[config.mk]
export PLATFORM = sky130hd
export DESIGN_NAME = shift_pattern_match_detector
export DESIGN_NICKNAME = d
export VERILOG_FILES = /design/src/hw/rtl/spmd_pkg.sv /design/src/hw/rtl/spmd_cell.sv /design/src/hw/rtl/spmd_outbuf.sv /design/src/hw/rtl/shift_pattern_match_detector.sv
export SDC_FILE = /design/constraint.sdc
export NUM_CORES = 1
export LEC_CHECK = 0
export ABC_AREA = 0
export BUFFER_PORTS_ARGS = -buffer_cell sky130_fd_sc_hd__buf_4
export CAP_MARGIN = 20
export CELL_PAD_IN_SITES_DETAIL_PLACEMENT = 1
export CELL_PAD_IN_SITES_GLOBAL_PLACEMENT = 2
export CORE_MARGIN = 2
export CORE_UTILIZATION = 28
export DETAILED_ROUTE_END_ITERATION = 10
export PLACE_DENSITY = 0.68
export SYNTH_ARGS = -nofsm -noshare
export SYNTH_HDL_FRONTEND = slang
export SYNTH_HIERARCHICAL = 1
export SYNTH_SLANG_ARGS = --single-unit
[constraint.sdc]
create_clock -name aclk -period 12.7 [get_ports aclk]
set_clock_uncertainty 0.05 [all_clocks]
set_input_delay 2.54 -clock aclk [delete_from_list [all_inputs] [get_ports aclk]]
set_output_delay 2.54 -clock aclk [all_outputs]
set_load 0.05 [all_outputs]
[src/hw/rtl/spmd_pkg.sv]
// ----------------------------------------------------------------------------
// Shift pattern match detector package
// Shared constants, codes and types of the detector.
// ----------------------------------------------------------------------------
`default_nettype none

package spmd_pkg;

    localparam int MAX_PATTERN = 64;
    localparam int IDX_W       = $clog2(MAX_PATTERN);
    localparam int LEN_W       = 7;
    localparam int LIMIT_W     = 8;
    localparam int CNT_W       = 8;
    localparam int CFG_IDX_W   = 2;
    localparam int CFG_DATA_W  = 64;

    localparam logic [CFG_IDX_W-1:0] REG_PATTERN_BITS   = 2'd0;
    localparam logic [CFG_IDX_W-1:0] REG_PATTERN_LENGTH = 2'd1;
    localparam logic [CFG_IDX_W-1:0] REG_STEP_LIMIT     = 2'd2;

    localparam logic [MAX_PATTERN-1:0] PATTERN_BITS_RESET   = '0;
    localparam logic [LEN_W-1:0]       PATTERN_LENGTH_RESET = 7'd8;
    localparam logic [LIMIT_W-1:0]     STEP_LIMIT_RESET     = 8'd128;

    localparam logic CMD_START  = 1'b0;
    localparam logic CMD_SAMPLE = 1'b1;

    typedef enum logic [1:0] {
        VERDICT_NONE   = 2'd0,
        VERDICT_MATCH  = 2'd1,
        VERDICT_ACTIVE = 2'd2
    } verdict_t;

    typedef struct packed {
        logic             drive_bit;
        logic             scan_running;
        logic             scan_done;
        verdict_t         verdict;
        logic [CNT_W-1:0] delay_bits;
        logic [CNT_W-1:0] toggle_total;
    } result_t;

    typedef struct packed {
        logic clear;
        logic shift;
    } cell_ctl_t;

endpackage

`default_nettype wire

[src/hw/rtl/spmd_cell.sv]
// ----------------------------------------------------------------------------
// Window cell
// Holds one bit of the sample window and compares its next value with the
// pattern bit at its position.
// ----------------------------------------------------------------------------
`default_nettype none

module spmd_cell (
    input  wire logic              aclk,
    input  wire logic              aresetn,
    input  wire spmd_pkg::cell_ctl_t ctl,
    input  wire logic              in_use,
    input  wire logic              is_top,
    input  wire logic              upper_bit,
    input  wire logic              line_level,
    input  wire logic              pattern_bit,
    output logic                   window_bit,
    output logic                   bit_match
);

    logic bit_reg;
    logic bit_next;
    logic shifted;

    // The top cell in use takes the new sample; cells past the length empty.
    always_comb begin
        shifted = in_use ? (is_top ? line_level : upper_bit) : 1'b0;
        if (ctl.clear) begin
            bit_next = 1'b0;
        end else if (ctl.shift) begin
            bit_next = shifted;
        end else begin
            bit_next = bit_reg;
        end
    end

    always_ff @(posedge aclk) begin
        if (!aresetn) begin
            bit_reg <= 1'b0;
        end else begin
            bit_reg <= bit_next;
        end
    end

    assign window_bit = bit_reg;
    assign bit_match  = !in_use || (shifted == pattern_bit);

endmodule

`default_nettype wire

[src/hw/rtl/spmd_outbuf.sv]
// ----------------------------------------------------------------------------
// Result skid buffer
// Output register with one skid entry, so the input side ready is a register.
// ----------------------------------------------------------------------------
`default_nettype none

module spmd_outbuf (
    input  wire logic              aclk,
    input  wire logic              aresetn,
    input  wire logic              in_valid,
    output logic                   in_ready,
    input  wire spmd_pkg::result_t in_word,
    output logic                   out_valid,
    input  wire logic              out_ready,
    output spmd_pkg::result_t      out_word
);

    logic              out_valid_reg;
    logic              out_valid_next;
    logic              skid_valid_reg;
    logic              skid_valid_next;
    spmd_pkg::result_t out_word_reg;
    spmd_pkg::result_t out_word_next;
    spmd_pkg::result_t skid_word_reg;
    spmd_pkg::result_t skid_word_next;
    logic              accept;
    logic              out_free;

    assign in_ready = !skid_valid_reg;
    assign accept   = in_valid && in_ready;
    assign out_free = !out_valid_reg || out_ready;

    always_comb begin
        out_valid_next  = out_valid_reg;
        skid_valid_next = skid_valid_reg;
        out_word_next   = out_word_reg;
        skid_word_next  = skid_word_reg;
        if (out_free) begin
            if (skid_valid_reg) begin
                out_valid_next  = 1'b1;
                out_word_next   = skid_word_reg;
                skid_valid_next = 1'b0;
            end else if (accept) begin
                out_valid_next = 1'b1;
                out_word_next  = in_word;
            end else begin
                out_valid_next = 1'b0;
            end
        end else if (accept) begin
            skid_valid_next = 1'b1;
            skid_word_next  = in_word;
        end
    end

    always_ff @(posedge aclk) begin
        if (!aresetn) begin
            out_valid_reg  <= 1'b0;
            skid_valid_reg <= 1'b0;
        end else begin
            out_valid_reg  <= out_valid_next;
            skid_valid_reg <= skid_valid_next;
        end
    end

    always_ff @(posedge aclk) begin
        out_word_reg  <= out_word_next;
        skid_word_reg <= skid_word_next;
    end

    assign out_valid = out_valid_reg;
    assign out_word  = out_word_reg;

endmodule

`default_nettype wire

[src/hw/rtl/shift_pattern_match_detector.sv]
// ----------------------------------------------------------------------------
// Shift pattern match detector
// Drives a configured pattern on a serial line and watches the return line
// for it, reporting a match with its delay or the line activity seen.
// ----------------------------------------------------------------------------
// Usage: the input channel (s_valid/s_ready) carries one word per step: a
// start word (s_cmd = 0, s_line_level = initial level) or a sample word
// (s_cmd = 1, s_line_level = sampled return level). Every accepted word
// yields exactly one result word on the m_ channel, in order. Sample words
// that arrive while no scan runs give an all-zero result and change nothing.
// Each result is registered in the output buffer; one word is taken every
// cycle while s_ready is high, the step state updated by the window chain.
// The result side has an output register plus one skid entry: when the
// receiver stalls, one more word is accepted and parked, after which s_ready
// drops until the receiver takes a word. s_ready comes from a register.
// Configuration (cfg_we, cfg_index, cfg_wdata) is written between scans:
// index 0 pattern bits, 1 pattern length, 2 step limit; other indexes are
// ignored. Synchronous active-low reset returns the registers to their
// defaults, clears the window and counters and leaves the scan idle.
// ----------------------------------------------------------------------------
`default_nettype none

module shift_pattern_match_detector (
    input  wire logic                                  aclk,
    input  wire logic                                  aresetn,
    // Configuration write port
    input  wire logic                                  cfg_we,
    input  wire logic [spmd_pkg::CFG_IDX_W-1:0]        cfg_index,
    input  wire logic [spmd_pkg::CFG_DATA_W-1:0]       cfg_wdata,
    // Input words
    input  wire logic                                  s_valid,
    output logic                                       s_ready,
    input  wire logic                                  s_cmd,
    input  wire logic                                  s_line_level,
    // Result words
    output logic                                       m_valid,
    input  wire logic                                  m_ready,
    output logic                                       m_drive_bit,
    output logic                                       m_scan_running,
    output logic                                       m_scan_done,
    output logic [1:0]                                 m_verdict,
    output logic [spmd_pkg::CNT_W-1:0]                 m_delay_bits,
    output logic [spmd_pkg::CNT_W-1:0]                 m_toggle_total
);

    localparam int MAXP  = spmd_pkg::MAX_PATTERN;
    localparam int IDXW  = spmd_pkg::IDX_W;
    localparam int LENW  = spmd_pkg::LEN_W;
    localparam int CNTW  = spmd_pkg::CNT_W;
    localparam int LIMW  = spmd_pkg::LIMIT_W;

    // Configuration registers.
    logic [MAXP-1:0] pattern_bits_reg;
    logic [LENW-1:0] pattern_length_reg;
    logic [LIMW-1:0] step_limit_reg;

    always_ff @(posedge aclk) begin
        if (!aresetn) begin
            pattern_bits_reg   <= spmd_pkg::PATTERN_BITS_RESET;
            pattern_length_reg <= spmd_pkg::PATTERN_LENGTH_RESET;
            step_limit_reg     <= spmd_pkg::STEP_LIMIT_RESET;
        end else if (cfg_we) begin
            case (cfg_index)
                spmd_pkg::REG_PATTERN_BITS: begin
                    pattern_bits_reg <= cfg_wdata[MAXP-1:0];
                end
                spmd_pkg::REG_PATTERN_LENGTH: begin
                    pattern_length_reg <= cfg_wdata[LENW-1:0];
                end
                spmd_pkg::REG_STEP_LIMIT: begin
                    step_limit_reg <= cfg_wdata[LIMW-1:0];
                end
                default: begin
                end
            endcase
        end
    end

    // The length in use is the configured length clamped to 1..MAX_PATTERN.
    logic [LENW-1:0] len_eff;

    always_comb begin
        if (pattern_length_reg == '0) begin
            len_eff = LENW'(1);
        end else if (pattern_length_reg > LENW'(MAXP)) begin
            len_eff = LENW'(MAXP);
        end else begin
            len_eff = pattern_length_reg;
        end
    end

    // Step state.
    logic [IDXW-1:0] send_idx_reg;
    logic [IDXW-1:0] send_idx_next;
    logic [CNTW-1:0] step_cnt_reg;
    logic [CNTW-1:0] step_cnt_next;
    logic [CNTW-1:0] toggle_cnt_reg;
    logic [CNTW-1:0] toggle_cnt_next;
    logic            prev_level_reg;
    logic            prev_level_next;
    logic            active_reg;
    logic            active_next;

    logic                 in_ready;
    logic                 accept;
    logic                 do_start;
    logic                 do_sample;
    spmd_pkg::cell_ctl_t  cell_ctl;
    spmd_pkg::result_t    result;
    spmd_pkg::result_t    out_word;

    assign accept    = s_valid && in_ready;
    assign do_start  = accept && (s_cmd == spmd_pkg::CMD_START);
    assign do_sample = accept && (s_cmd == spmd_pkg::CMD_SAMPLE) && active_reg;

    assign cell_ctl.clear = do_start;
    assign cell_ctl.shift = do_sample;

    // The window is a row of cells; each sample shifts the row down by one,
    // the newest sample entering at the cell just below the pattern length.
    logic [MAXP-1:0] window_bits;
    logic [MAXP-1:0] cell_match;

    for (genvar i = 0; i < MAXP; i++) begin : g_cell
        logic upper;
        if (i == MAXP - 1) begin : g_last
            assign upper = 1'b0;
        end else begin : g_mid
            assign upper = window_bits[i+1];
        end

        spmd_cell u_cell (
            .aclk        (aclk),
            .aresetn     (aresetn),
            .ctl         (cell_ctl),
            .in_use      (LENW'(i) < len_eff),
            .is_top      (LENW'(i) == (len_eff - LENW'(1))),
            .upper_bit   (upper),
            .line_level  (s_line_level),
            .pattern_bit (pattern_bits_reg[i]),
            .window_bit  (window_bits[i]),
            .bit_match   (cell_match[i])
        );
    end

    // Per-sample arithmetic.
    logic [LENW-1:0] idx_inc;
    logic [CNTW:0]   steps_taken;
    logic            window_equal;
    logic            matched;
    logic            limit_hit;
    logic            toggled;
    logic [CNTW:0]   delay_full;

    assign idx_inc      = {1'b0, send_idx_reg} + LENW'(1);
    assign steps_taken  = {1'b0, step_cnt_reg} + (CNTW+1)'(1);
    assign window_equal = &cell_match;
    assign matched      = (steps_taken >= (CNTW+1)'(len_eff)) && window_equal;
    assign limit_hit    = steps_taken >= (CNTW+1)'(step_limit_reg);
    assign toggled      = (s_line_level != prev_level_reg) && (toggle_cnt_reg != '1);
    assign delay_full   = steps_taken - (CNTW+1)'(len_eff);

    // Next state.
    always_comb begin
        send_idx_next   = send_idx_reg;
        step_cnt_next   = step_cnt_reg;
        toggle_cnt_next = toggle_cnt_reg;
        prev_level_next = prev_level_reg;
        active_next     = active_reg;
        if (do_start) begin
            send_idx_next   = '0;
            step_cnt_next   = '0;
            toggle_cnt_next = '0;
            prev_level_next = s_line_level;
            active_next     = (step_limit_reg != '0);
        end else if (do_sample) begin
            send_idx_next   = (idx_inc >= len_eff) ? '0 : idx_inc[IDXW-1:0];
            step_cnt_next   = steps_taken[CNTW] ? '1 : steps_taken[CNTW-1:0];
            toggle_cnt_next = toggled ? (toggle_cnt_reg + CNTW'(1)) : toggle_cnt_reg;
            prev_level_next = s_line_level;
            active_next     = !(matched || limit_hit);
        end
    end

    always_ff @(posedge aclk) begin
        if (!aresetn) begin
            send_idx_reg   <= '0;
            step_cnt_reg   <= '0;
            toggle_cnt_reg <= '0;
            prev_level_reg <= 1'b0;
            active_reg     <= 1'b0;
        end else begin
            send_idx_reg   <= send_idx_next;
            step_cnt_reg   <= step_cnt_next;
            toggle_cnt_reg <= toggle_cnt_next;
            prev_level_reg <= prev_level_next;
            active_reg     <= active_next;
        end
    end

    // Result of the accepted word. A start with a nonzero step limit, or a
    // sample that keeps the scan going, reports the next pattern bit to drive;
    // a sample while idle reports all zero.
    always_comb begin
        result = '0;
        result.verdict = spmd_pkg::VERDICT_NONE;
        if (accept && (s_cmd == spmd_pkg::CMD_START)) begin
            if (step_limit_reg == '0) begin
                result.scan_done = 1'b1;
            end else begin
                result.drive_bit    = pattern_bits_reg[0];
                result.scan_running = 1'b1;
            end
        end else if (do_sample) begin
            if (matched) begin
                result.scan_done  = 1'b1;
                result.verdict    = spmd_pkg::VERDICT_MATCH;
                result.delay_bits = delay_full[CNTW-1:0];
            end else if (limit_hit) begin
                result.scan_done = 1'b1;
                if (toggle_cnt_next > CNTW'(1)) begin
                    result.verdict      = spmd_pkg::VERDICT_ACTIVE;
                    result.toggle_total = toggle_cnt_next;
                end
            end else begin
                result.drive_bit    = pattern_bits_reg[send_idx_next];
                result.scan_running = 1'b1;
            end
        end
    end

    spmd_outbuf u_outbuf (
        .aclk      (aclk),
        .aresetn   (aresetn),
        .in_valid  (s_valid),
        .in_ready  (in_ready),
        .in_word   (result),
        .out_valid (m_valid),
        .out_ready (m_ready),
        .out_word  (out_word)
    );

    assign s_ready        = in_ready;
    assign m_drive_bit    = out_word.drive_bit;
    assign m_scan_running = out_word.scan_running;
    assign m_scan_done    = out_word.scan_done;
    assign m_verdict      = out_word.verdict;
    assign m_delay_bits   = out_word.delay_bits;
    assign m_toggle_total = out_word.toggle_total;

endmodule

`default_nettype wire

==> flow_summary.toml, run 1 <==
[status]
status = "complete, no violations"

[pwr]
p_leak_nw = 5.07
peakVddDrop_mv = 0.0918
power_density_nw_per_um2 = 113
p_total_mw = 1.74

[sta]
hold_violations = 0
tightestPinTransition_ns = 1.06
setup_viol = 0
slew_headroom = 0.286
rsz0062_at_grt = "no"
fin_crit_sh = 0.537
slew_violations = 0
post-route-min-period_ns = 6.82
setup_tns_ns = 0
fmax_mhz = 147

[min_path]
min_from = "prev_level_reg"
whs_path_depth = 2
hold_path.class = "flip-flop to flip-flop"

[grt]
antenna_found_initial = 0
grt.overflow.total = 0
grtUsageTotal = 0.210
grt_pass1_wl_um = 77300
grt_max_degree = 129
grt_pass1_vias = 12000

[critical_path]
timing.rr.start = "pattern_length_reg[6]"
r2r-end = "u_outbuf/out_word[0]"
cp_cell_sequence = "clkinv_1 -> nand2_1 -> clkinv_1 -> nor2_1 -> nand3_1 -> nor2_1 -> mux2i_1 -> mux2_1 -> nand4_1 -> nor4_1 -> nand4_1 -> a31oi_1 -> inv_1 -> o211ai_1 -> nor4_1 -> mux2_4"
worst-path-stages = 16
critPathArrivalTime_ns = 7.08
cp_slowest_cell = "nor4_1"
crit_start = "pattern_length_reg[6]"
critPathBufInv = 3
critPathCapture = "u_outbuf/out_word[0]"
crit_family = "simple AND/OR/NAND/NOR gates"
start_kind = "flip-flop"
worst_ep_required_time_ns = 12.95
worstPathMaxFanout = 19
critPathKind = "flip-flop to flip-flop"
cp-end-kind = "flip-flop"
reg2regPathDepth = 16
cp_slowest_stage_delay_ns = 0.71
reg2reg_slack_ns = 5.88

[drt]
first_iter_violations = 871
wl_um = 51100
drtPass1Iterations = 7
vias = 11900
avgRoutedWirePerCell_um = 22.9
ant_nets = 0
via_per_inst = 5.36
drcViolationCount = 0

[final_layout]
num-nets-final = 1700
largest_reg_flops = 64
drive_above_1_share = 0.129
final_area_um2 = 15400
finalNonFillerCells = 2228
n_antenna_cell = 0
area_delta_synth_final_pct = 17.9
final_util = 0.333

[synth]
synth_warnings = 6
syn_area_um2 = 13100
avgSynthCellArea_um2 = 8.66
netlist_instances = 1513

[clocking]
cts_made_buffers = 27
cts_resized = 0
cts_tree = "done"
holdBufCountCts = 0
cts_buffer_depth = 3
clkSlewWorstSetupHoldPaths_ns = 0.07
htree_num_levels = 1
cts_setup_buffers = 0
cts.sinks = 210
root_buffer = "clkbuf_16"
clock_latency_ns = 0.57

[die]
die_h_um = 220
die_area_um2 = 48500
coreArea_um2 = 46400
ios = 96
row_count = 79
die_w_um = 220
start_util = 0.282

[placement]
finalWeightedCongestion = 0.887
dp.cells = 2177
post-dp-hpwl_um = 35800
io_buffers = 95
place_area_um2 = 14500

[flow_run]
drv_cap = 0
final cells by class:
class	instances	area, um^2
Multi-Input combinational cell	1209	8060
Sequential cell	210	4620
Tap cell	607	759
Inverter	40	151
Fill cell	5399	30900
Clock buffer	28	679
Timing Repair Buffer	113	908
Clock inverter	21	267
worst min path at each step:
stage | endpoint | slack [ns]
floorplan | prev_level_reg | 0.40
global placement | prev_level_reg | 0.41
detailed placement | prev_level_reg | 0.42
CTS | prev_level_reg | 0.43
global route | prev_level_reg | 0.45
finish | prev_level_reg | 0.43
placed cells by master, fill, tap and decap left out, types with 7 or more instances in the layout:
cell type	n
mux2_4	18
nand4_1	23
dfxtp_1	168
clkbuf_16	27
xor2_1	9
inv_1	34
buf_4	109
a21oi_1	98
nand4b_1	65
clkinvlp_4	8
nor2_1	126
nand2_1	271
mux2i_1	100
mux2_1	64
mux2_2	11
nand2b_1	69
and3_1	11
nand3_1	21
edfxtp_1	42
ha_1	25
a21o_1	7
nand4bb_1	63
nor3_1	15
o21ai_0	106
xnor2_1	13
nor4_1	10
where the power goes:
group	internal, mW	switching, mW	total, mW
clock	0.495	0.338	0.833
combinational	0.0688	0.131	0.200
sequential	0.695	0.0159	0.711
total	1.26	0.485	1.74
worst reg2reg max path, stage by stage, from the launching register on:
cell	delay [ns]
dfxtp_1	0.66
clkinv_1	0.68
nand2_1	0.58
clkinv_1	0.40
nor2_1	0.45
nand3_1	0.43
nor2_1	0.32
mux2i_1	0.29
mux2_1	0.19
nand4_1	0.11
nor4_1	0.71
nand4_1	0.29
a31oi_1	0.40
inv_1	0.08
o211ai_1	0.41
nor4_1	0.19
mux2_4	0.31
stage by stage:
stage | setup slack (ns) | hold slack, ns
finish | 5.88 | 0.426
global placement | 5.90 | 0.407
floorplan | 6.75 | 0.399
global route | 5.52 | 0.445
CTS | 6.09 | 0.427
detailed placement | 6.03 | 0.419
metal layers:
| layer | vias up | routed length [um] | GRT usage | part of all wire |
|---|---|---|---|---|
| met3 | 67 | 2480 | 0.0291 | 0.049 |
| met4 | 2 | 1340 | 0.0506 | 0.026 |
| met5 | - | 62 | 0.00909 | 0.0012 |
| met1 | 5915 | 24200 | 0.299 | 0.47 |
| met2 | 297 | 23000 | 0.334 | 0.45 |
| li1 | 5651 | - | - | - |
Power figures use the tool's default switching activity.
==> run 2: changes to the inputs <==
- PLACE_DENSITY: 0.68 -> 0.7
- clock period: 12.7 -> 5.7 ns (I/O delays scaled with it)
==> run 2 against run 1 <==
  * Combinational power is 130% higher
  * Final area is 0.96% higher
  * Setup slack worse by 5.6 ns
  * Critical path depth is 1 higher
  * Critical endpoint is now u_outbuf/out_word[20]
  * Sequential power is 120% higher
==> flow_summary.toml, run 2 (synthesis results as in run 1) <==
[flow_run]
drv_cap = 0

[pwr]
peakVddDrop_mv = 0.154
power_density_nw_per_um2 = 249
p_leak_nw = 5.19
p_total_mw = 3.89

[clocking]
clock_latency_ns = 0.56
cts_made_buffers = 27
holdBufCountCts = 0
root_buffer = "clkbuf_16"
cts_setup_buffers = 0
cts_tree = "done"
cts_resized = 0
cts_buffer_depth = 3
htree_num_levels = 1
cts.sinks = 210
clkSlewWorstSetupHoldPaths_ns = 0.06

[drt]
drcViolationCount = 0
wl_um = 50200
first_iter_violations = 756
drtPass1Iterations = 4
avgRoutedWirePerCell_um = 22.3
ant_nets = 0
vias = 12100
via_per_inst = 5.35

[die]
start_util = 0.282
ios = 96
coreArea_um2 = 46400
die_w_um = 220
row_count = 79
die_area_um2 = 48500
die_h_um = 220

[critical_path]
reg2regPathDepth = 17
start_kind = "flip-flop"
worst_ep_required_time_ns = 5.95
r2r-end = "u_outbuf/out_word[20]"
critPathArrivalTime_ns = 5.68
critPathCapture = "u_outbuf/out_word[20]"
cp-end-kind = "flip-flop"
crit_start = "pattern_length_reg[3]"
reg2reg_slack_ns = 0.27
timing.rr.start = "pattern_length_reg[3]"
worstPathMaxFanout = 14
critPathKind = "flip-flop to flip-flop"

[final_layout]
num-nets-final = 1727
n_antenna_cell = 0
final_util = 0.336
largest_reg_flops = 64
final_cell_mix = "nand2_1, dfxtp_1, buf_4"
drive_above_1_share = 0.141
area_delta_synth_final_pct = 19.1
fill_cells = 5392
final_common_cell = "nand2_1"
final_area_um2 = 15600
finalNonFillerCells = 2255

[grt]
grt.overflow.total = 0
grt_pass1_vias = 12200
antenna_found_initial = 0
grt_pass1_wl_um = 76600
grtUsageTotal = 0.207
grt_max_degree = 87

[placement]
place_area_um2 = 14600
post-dp-hpwl_um = 36500
finalWeightedCongestion = 0.928
place_ws_ns = 0.425
io_buffers = 95
dp.cells = 2205

[sta]
slew_headroom = 0.188
fmax_mhz = 184
tightestPinTransition_ns = 1.21
fin_crit_sh = 0.952
setup_viol = 0
post-route-min-period_ns = 5.43
setup_tns_ns = 0
hold_violations = 0
slew_violations = 0
rsz0062_at_grt = "no"
whs_ns = 0.440
fin_ws_ns = 0.274

[min_path]
hold_path.class = "flip-flop to flip-flop"

[status]
status = "complete, no violations"
==> run 2: changes by cell type in the layout (fill, tap and decap cells not counted), sizes merged <==
cell	delta
buf	+27
clkbuf	+7
clkinvlp	-5
inv	-3
clkinv	+1
==> run 2: power by group <==
group          internal [mW]  total, mW  switching, mW
registers               1.55       1.58         0.0352
logic                  0.165      0.463          0.298
clock network           1.13       1.84          0.708
==> run 2: worst min-delay path by stage <==
stage              startpoint             end  cells past startpoint
2_1_floorplan  prev_level_reg  prev_level_reg                      2
3_3_place_gp   prev_level_reg  prev_level_reg                      2
3_5_place_dp   prev_level_reg  prev_level_reg                      2
4_1_cts        prev_level_reg  prev_level_reg                      2
5_1_grt        prev_level_reg  prev_level_reg                      2
6_report       prev_level_reg  prev_level_reg                      2
==> run 2: worst max-delay path, stage by stage (launching register included) <==
cell and delay [ns]:
dfxtp_1 0.70, nor3_1 0.14, a21oi_1 0.17, or2_2 0.22
clkinv_1 0.24, buf_4 0.24, ha_1 0.27, nand2b_4 0.14
a2111oi_2 0.40, o31a_1 0.40, o21a_1 0.71, buf_4 0.28
mux2i_1 0.20, mux2i_1 0.09, mux2i_1 0.18, a2bb2oi_1 0.30
a211oi_2 0.16, mux2_4 0.28
==> run 2: final cells by class <==
cell class	count	area [um^2]	area share
Clock buffer	35	736	0.0472
Inverter	40	151	0.00971
Sequential cell	210	4620	0.297
Clock inverter	14	205	0.0132
Timing Repair Buffer	140	1060	0.0679
Tap cell	607	759	0.0487
Multi-Input combinational cell	1209	8060	0.517
==> run 2: per-layer routing <==
metal	wire length, um	track usage	vias to the layer above
li1	-	-	5701
met3	2560	0.0307	64
met1	24000	0.291	6019
met4	1350	0.0633	0
met5	0	0	-
met2	22300	0.326	279
==> run 3: changes to the inputs <==
- MAX_ROUTING_LAYER: unset -> met4
==> run 3 against run 2 <==
  * Non-clock buffer count grew 1
  * Largest cell class unchanged
  * Critical endpoint unchanged
  * Highest routed layer unchanged
  * Register-to-register slack about the same
  * Combinational power hardly changed
  * First-iteration DRC count increased by 2.4%
  * Utilization decreased by 0.084 points
  * Critical path type unchanged
  * Setup slack gained 0.0059 ns
  * Sequential power about the same
  * Count of clock-buffer cells in the layout grew 7
  * Clock power decreased by 8%
  * Die area did not move
  * Via count rose by 0.12%
  * Fmax increased by 0.11%
==> flow_summary.toml, run 3 (synthesis results as in run 1) <==
[final_layout]
fill_cells = 5462
final_area_um2 = 15600
largest_reg_flops = 64
seq_area_um2 = 4620
drive_above_1_share = 0.142
finalNonFillerCells = 2257
final_cell_mix = "nand2_1, dfxtp_1, buf_4"
area_delta_synth_final_pct = 18.8
multi_input_area_um2 = 8070
final_util = 0.336
num-nets-final = 1728
final_common_cell = "nand2_1"

[placement]
dp.cells = 2205
io_buffers = 95
place_ws_ns = 0.389
place_area_um2 = 14600
finalWeightedCongestion = 0.955
post-dp-hpwl_um = 36700

[sta]
slew_violations = 0
whs_ns = 0.425
fmax_mhz = 185
setup_viol = 0
fin_crit_sh = 0.951
slew_headroom = 0.245
setup_tns_ns = 0
hold_violations = 0
post-route-min-period_ns = 5.42
fin_ws_ns = 0.280
tightestPinTransition_ns = 1.13

[critical_path]
critPathKind = "flip-flop to flip-flop"
critPathCapture = "u_outbuf/out_word[20]"
cp-end-kind = "flip-flop"
r2r-end = "u_outbuf/out_word[20]"
worstPathMaxFanout = 16
crit_start = "pattern_length_reg[6]"
cp_slowest_stage_delay_ns = 0.78
reg2reg_slack_ns = 0.28
cp_slowest_cell = "o21a_1"
worst-path-stages = 15
timing.rr.start = "pattern_length_reg[6]"
crit_family = "compound AO/OA/AOI/OAI gates"
worst_ep_required_time_ns = 5.95
critPathArrivalTime_ns = 5.67
start_kind = "flip-flop"
reg2regPathDepth = 15
cp_cell_sequence = "or2_2 -> clkinv_1 -> buf_4 -> ha_1 -> nand2b_4 -> a2111oi_2 -> o31a_1 -> o21a_1 -> buf_4 -> mux2i_1 -> mux2i_1 -> mux2i_1 -> a2bb2oi_1 -> a211oi_2 -> mux2_4"
crit_top_cell = "mux2i_1"
critPathBufInv = 3

[drt]
ant_nets = 0
drtPass1Iterations = 5
wl_um = 50300
vias = 12100
first_iter_violations = 774
avgRoutedWirePerCell_um = 22.3
via_per_inst = 5.35
drcViolationCount = 0

[clocking]
cts_setup_buffers = 0
cts.sinks = 210
clock_latency_ns = 0.55
cts_buffer_depth = 3
cts_made_buffers = 27
clkSlewWorstSetupHoldPaths_ns = 0.07
cts_tree = "done"
htree_num_levels = 1
root_buffer = "clkbuf_16"

[grt]
grt.overflow.total = 0
grt_pass1_wl_um = 75600
grt_pass1_vias = 12000
grt_max_degree = 83
grtUsageTotal = 0.211
antenna_found_initial = 1

[pwr]
p_sw_mw = 1.01
internal-power_mw = 2.73
pwr-share-clk = 0.454
p_leak_nw = 5.17
power_density_nw_per_um2 = 241
swShare = 0.271
peakVddDrop_mv = 0.154
seqPwrFrac = 0.423
combPwrFrac = 0.123
p_total_mw = 3.74

[die]
ios = 96
die_h_um = 220
row_count = 79
die_area_um2 = 48500
coreArea_um2 = 46400
die_w_um = 220
start_util = 0.282

[status]
status = "complete, no violations"

[flow_run]
drv_cap = 0

[min_path]
hold_path.class = "flip-flop to flip-flop"
[run 3: cell types whose count changed in the layout (fill, tap and decap cells not counted), moves of 2 or more]
cell,delta
clkinvlp_4,-2
diode_2,+2
clkbuf_8,+5
clkbuf_1,+2
bufinv_16,-4
[run 3: timing repair]
item,CTS,global route
endpoints found under the hold margin,0,0
hold buffers,0,0
gates resized for setup,0,3
endpoints found under the setup margin,0,15
[run 3: per-layer routing]
| metal | up-vias | track usage | part of all wire |
|---|---|---|---|
| li1 | 5716 | - | - |
| met1 | 6020 | 0.286 | 0.47 |
| met2 | 257 | 0.327 | 0.45 |
| met3 | 85 | 0.0300 | 0.051 |
| met4 | 0 | 0.0638 | 0.027 |
| met5 | - | - | 0 |
[run 3: worst min path at each step]
stage	from	depth (start not counted)	slack (ns)	endpoint
global route	prev_level_reg	2	0.44	prev_level_reg
floorplan	prev_level_reg	2	0.40	prev_level_reg
detailed placement	prev_level_reg	2	0.42	prev_level_reg
CTS	prev_level_reg	2	0.42	prev_level_reg
global placement	prev_level_reg	2	0.41	prev_level_reg
finish	prev_level_reg	2	0.42	prev_level_reg
[run 3: worst reg2reg max path: cells and delay by family, from the launching register on]
kind / cells / cell delay (ns)
buffers and inverters: 3 / 0.78
and+or+nand+nor: 2 / 0.47
DFF: 1 / 0.75
muxes: 4 / 0.76
adders and majority gates: 1 / 0.27
AOI/OAI and AO/OA: 5 / 2.10
[run 3: layout make-up]
type | count | area share
Tap cell | 607 | 0.0488
Antenna cell | 2 | 0.000322
Inverter | 40 | 0.00973
Sequential cell | 210 | 0.297
Clock buffer | 42 | 0.0522
Multi-Input combinational cell | 1209 | 0.519
Clock inverter | 6 | 0.00370
Timing Repair Buffer | 141 | 0.0692
[run 3: power groups by stage]
| stage | Sequential (mW) | Combinational (mW) | Clock [mW] |
|---|---|---|---|
| detailed placement | 1.62 | 0.459 | 0 |
| CTS | 1.58 | 0.461 | 1.75 |
| finish | 1.58 | 0.461 | 1.70 |
| global placement | 1.61 | 0.452 | 0 |
| floorplan | 1.63 | 0.224 | 0 |
| global route | 1.59 | 0.495 | 1.81 |
